[config.mk]
export PLATFORM = sky130hd
export DESIGN_NAME = wfsp_ram
export DESIGN_NICKNAME = d
export VERILOG_FILES = /design/src/rtl/wfsp_ram.sv
export SDC_FILE = /design/constraint.sdc
export NUM_CORES = 2
export LEC_CHECK = 0
export BUFFER_PORTS_ARGS = -buffer_cell sky130_fd_sc_hd__buf_2
export CORE_AREA = 2 2 422 424
export CTS_CLUSTER_DIAMETER = 50
export DETAILED_ROUTE_END_ITERATION = 8
export DIE_AREA = 0 0 424 426
export SLEW_MARGIN = 40
export SYNTH_ARGS = -nofsm -noshare
export SYNTH_HDL_FRONTEND = slang
export SYNTH_SLANG_ARGS = --single-unit
[constraint.sdc]
create_clock -name clk -period 13.3 [get_ports clk]
set_clock_uncertainty 0.2 [all_clocks]
set_input_delay 2.66 -clock clk [delete_from_list [all_inputs] [get_ports clk]]
set_output_delay 2.66 -clock clk [all_outputs]
set_load 0.01 [all_outputs]
[src/rtl/wfsp_ram.sv]
// Generic single-port RAM with registered read.
// No dependencies.
`default_nettype none
module wfsp_ram #(
  parameter int unsigned Width = 32,
  parameter int unsigned Depth = 64
) (
  input  wire logic                     clk,
  input  wire logic                     we,
  input  wire logic [$clog2(Depth)-1:0] addr,
  input  wire logic [Width-1:0]         wdata,
  output logic      [Width-1:0]         rdata
);
  logic [Width-1:0] mem [Depth];
  always_ff @(posedge clk) begin
    if (we) mem[addr] <= wdata;
    rdata <= mem[addr];
  end
endmodule
`default_nettype wire

* After elaboration in Yosys (flattened, before gate mapping)
Memories as Yosys holds them, arrays and structs flattened. A register that Yosys moved wholly into a read port is not among the register bits. Cells that the tools add are included.
Storage, ports and cells: bits in registers 0, memory bits (writable) 2048, word-level logic and storage cells 3, memories kept 1
Operators by class: mux-type cells 2
Memory list:
- mem | depth 64, bits a word 32, read ports 1, clocked after Yosys merged registers in 1, wr ports 1, line 14 | logic [Width-1:0] mem [Depth];
Operator list (number):
- $mux W1 | 2

* Depth between registers and ports, before layout
depth after elaboration 2, gate-level depth with buffers 13, mapped depth without buffers 6

* Worst setup path after synthesis
No wires, ideal clock.
path kind input port to flip-flop, from in addr[2], to mem mem[15][0] (enable), library setup time 0.421 ns, arrival 5.478 ns, setup slack 7.201 ns, stages 8, path buffers 6, path through buf_2 -> buf_2 -> buf_2 -> buf_2 -> buf_2 -> buf_2 -> nand3_1 -> nor2_1
RTL lines:
- start, declared | line 10 | input wire logic [$clog2(Depth)-1:0] addr,
- end, declared | line 14
Straight into the memory's write port.

==> results.cfg <==
[cts]
cts_made_buffers = 208
ctsHoldBuffers = 0
cts_buffer_depth = 3
cts.clk_slew.worst_paths_ps = 60
cts_resized = 0
root_buffer = clkbuf_16
cts_setup_buffers = 0
clkLatencyLatePin_ps = 830
cts_tree = yes
clock-sinks = 2080
h-tree-depth = 4

[global_routing]
grt_pass1_wl_um = 315000
grt_overflow = 0
grt_pass1_vias = 42400
antenna_found_initial = 6
grt_max_degree = 128
grt_use_total = 0.243

[routing]
viasPerCell = 6.24
dr.pass1.iters = 6
drc_errors = 0
drt_iter0_drc = 5209
num_vias = 43100
final_antenna_net_count = 0
wl_per_cell_um = 32.0
wirelength_um = 221000

[yosys]
synth_cells = 4239
ys_warn_count = 0
synthArstFlopShare = 0
synth_nets = 4279
ys.flop_type = edfxtp_1
synth-edff-count = 2048
ys_seq_area_frac = 0.787
yosys.area.top_type = edfxtp_1
synth_area_leaders = edfxtp_1 (78%), mux2i_1 (3.3%), mux4_2 (2.7%)
yosysTopAreaCellShare = 0.779
yosysUniqueCellTypes = 56
ys_seq_elements = 2080
syn_area_mm2 = 0.0789
synth_area_per_cell_um2 = 18.6

[die]
coreArea_mm2 = 0.176
dieArea_mm2 = 0.181
io_pins = 72
die_h_um = 426
num_rows = 154
die_w_um = 424
start_util = 0.449

[cells_and_area]
fin_nets = 4429
synthToLayoutAreaGrowth_pct = 13.9
layout_commonest_cell = edfxtp_1
final_cell_mix = edfxtp_1 (2048), mux2i_1 (259), clkbuf_16 (215)
fill_cells = 14200
drive_gt1_frac = 0.193

[sta]
setup_slack_ps = 7100
fmax_mhz = 161
setup_viol = 0
rsz0062_at_grt = false
finalHoldViolations = 0
period_share = 0.466
setup_tns_ps = 0
maxSlewViolCount = 0
hold_ws_ps = 420
worstMarginPinSlew_ps = 896
period_needed_ps = 6200
slew_headroom = 0.399

[setup_path]
crit_required_ps = 13800
endpoint_kind = flip-flop
crit_end = rdata[27]
r2r_end = rdata[15]
start_kind = input pin
arrival_ps = 6700
startpoint = addr[0]
crit_type = input pin to flip-flop
cp_max_fo = 50
regToRegStartpoint = mem[21][15]
r2r_setup_slack_ps = 10610
ff2ff_path_depth = 5

[pwr]
power_density_mw_per_mm2 = 154
p_leak_nw = 28.8
vdd_drop_max_mv = 0.115
power_mw = 13.8

[placement]
preCtsSetupSlack_ps = 6200
portBuffers = 71
dpl.hpwl_um = 121000
gp_congestion = 0.829

[flow_run]
drv_cap = 0

[min_path]
hold_class = flip-flop to flip-flop

[outcome]
outcome = finished clean
==> Yosys cell counts, types with 84 or more instances <==
library cell	count
a22oi_1	188
edfxtp_1	2048
clkbuf_1	168
nor2_1	145
and3_1	85
a21oi_1	121
mux2i_1	259
o22ai_1	93
a221oi_1	175
o21ai_0	84
mux4_2	96
mux2_2	147
==> registers in the layout, summed over array words and instances (netlist names) <==
signal,cells
mem,2048
rdata,32
==> cells by family (layout without fill, tap and decap cells) <==
family,count (synthesis),count (layout),synth area share
simple gates,424,424,0.0281
flops,2080,2080,0.787
buf+inv,300,620,0.0168
compound gates,933,933,0.0866
mux,502,502,0.0812
other cells,0,3,0
==> through the flow <==
step,area (um2),cells,utilization
floorplan,78900,4239,-
CTS,89700,6893,0.510
finish,89900,6902,0.511
detailed placement,82900,6513,0.472
global route,89900,6900,0.511
global placement,82700,6509,0.471
==> critical path, stage by stage <==
cell	delay, ps
buf_8	330
buf_4	680
nand2b_2	550
buf_4	610
o22ai_1	130
o21ai_0	530
or4b_1	520
or4_1	520
==> routing by layer <==
| layer | up-vias | global-route usage | share of wire |
|---|---|---|---|
| met5 | - | 0 | 0.000059 |
| met4 | 2 | 0.0743 | 0.029 |
| met3 | 326 | 0.0414 | 0.080 |
| met2 | 2065 | 0.400 | 0.49 |
| met1 | 22800 | 0.332 | 0.40 |
| li1 | 18000 | - | - |
==> worst min-delay path by stage <==
stage / slack, ps / from / to / cells past startpoint
detailed placement: 410 / mem[32][9] / rdata[9] / 3
finish: 420 / mem[32][9] / rdata[9] / 3
floorplan: 360 / mem[28][10] / rdata[10] / 4
CTS: 420 / mem[32][9] / rdata[9] / 3
global placement: 410 / mem[32][9] / rdata[9] / 3
global route: 500 / mem[32][9] / rdata[9] / 3
==> report_power, final <==
group / internal, mW / switching (mW)
Sequential: 7.26 / 0.0328
Clock: 3.36 / 2.45
Combinational: 0.210 / 0.488
==> cell type report <==
class	count	area, um2	share of cell area
Timing Repair Buffer	238	1850	0.0206
Clock buffer	276	5700	0.0634
Sequential cell	2080	62100	0.691
Multi-Input combinational cell	1859	16200	0.180
Clock inverter	104	1070	0.0119
Antenna cell	3	7.51	0.0000835
Inverter	2	15.0	0.000167
Tap cell	2340	2930	0.0326
No activity file was read; power rests on OpenSTA's default activity.
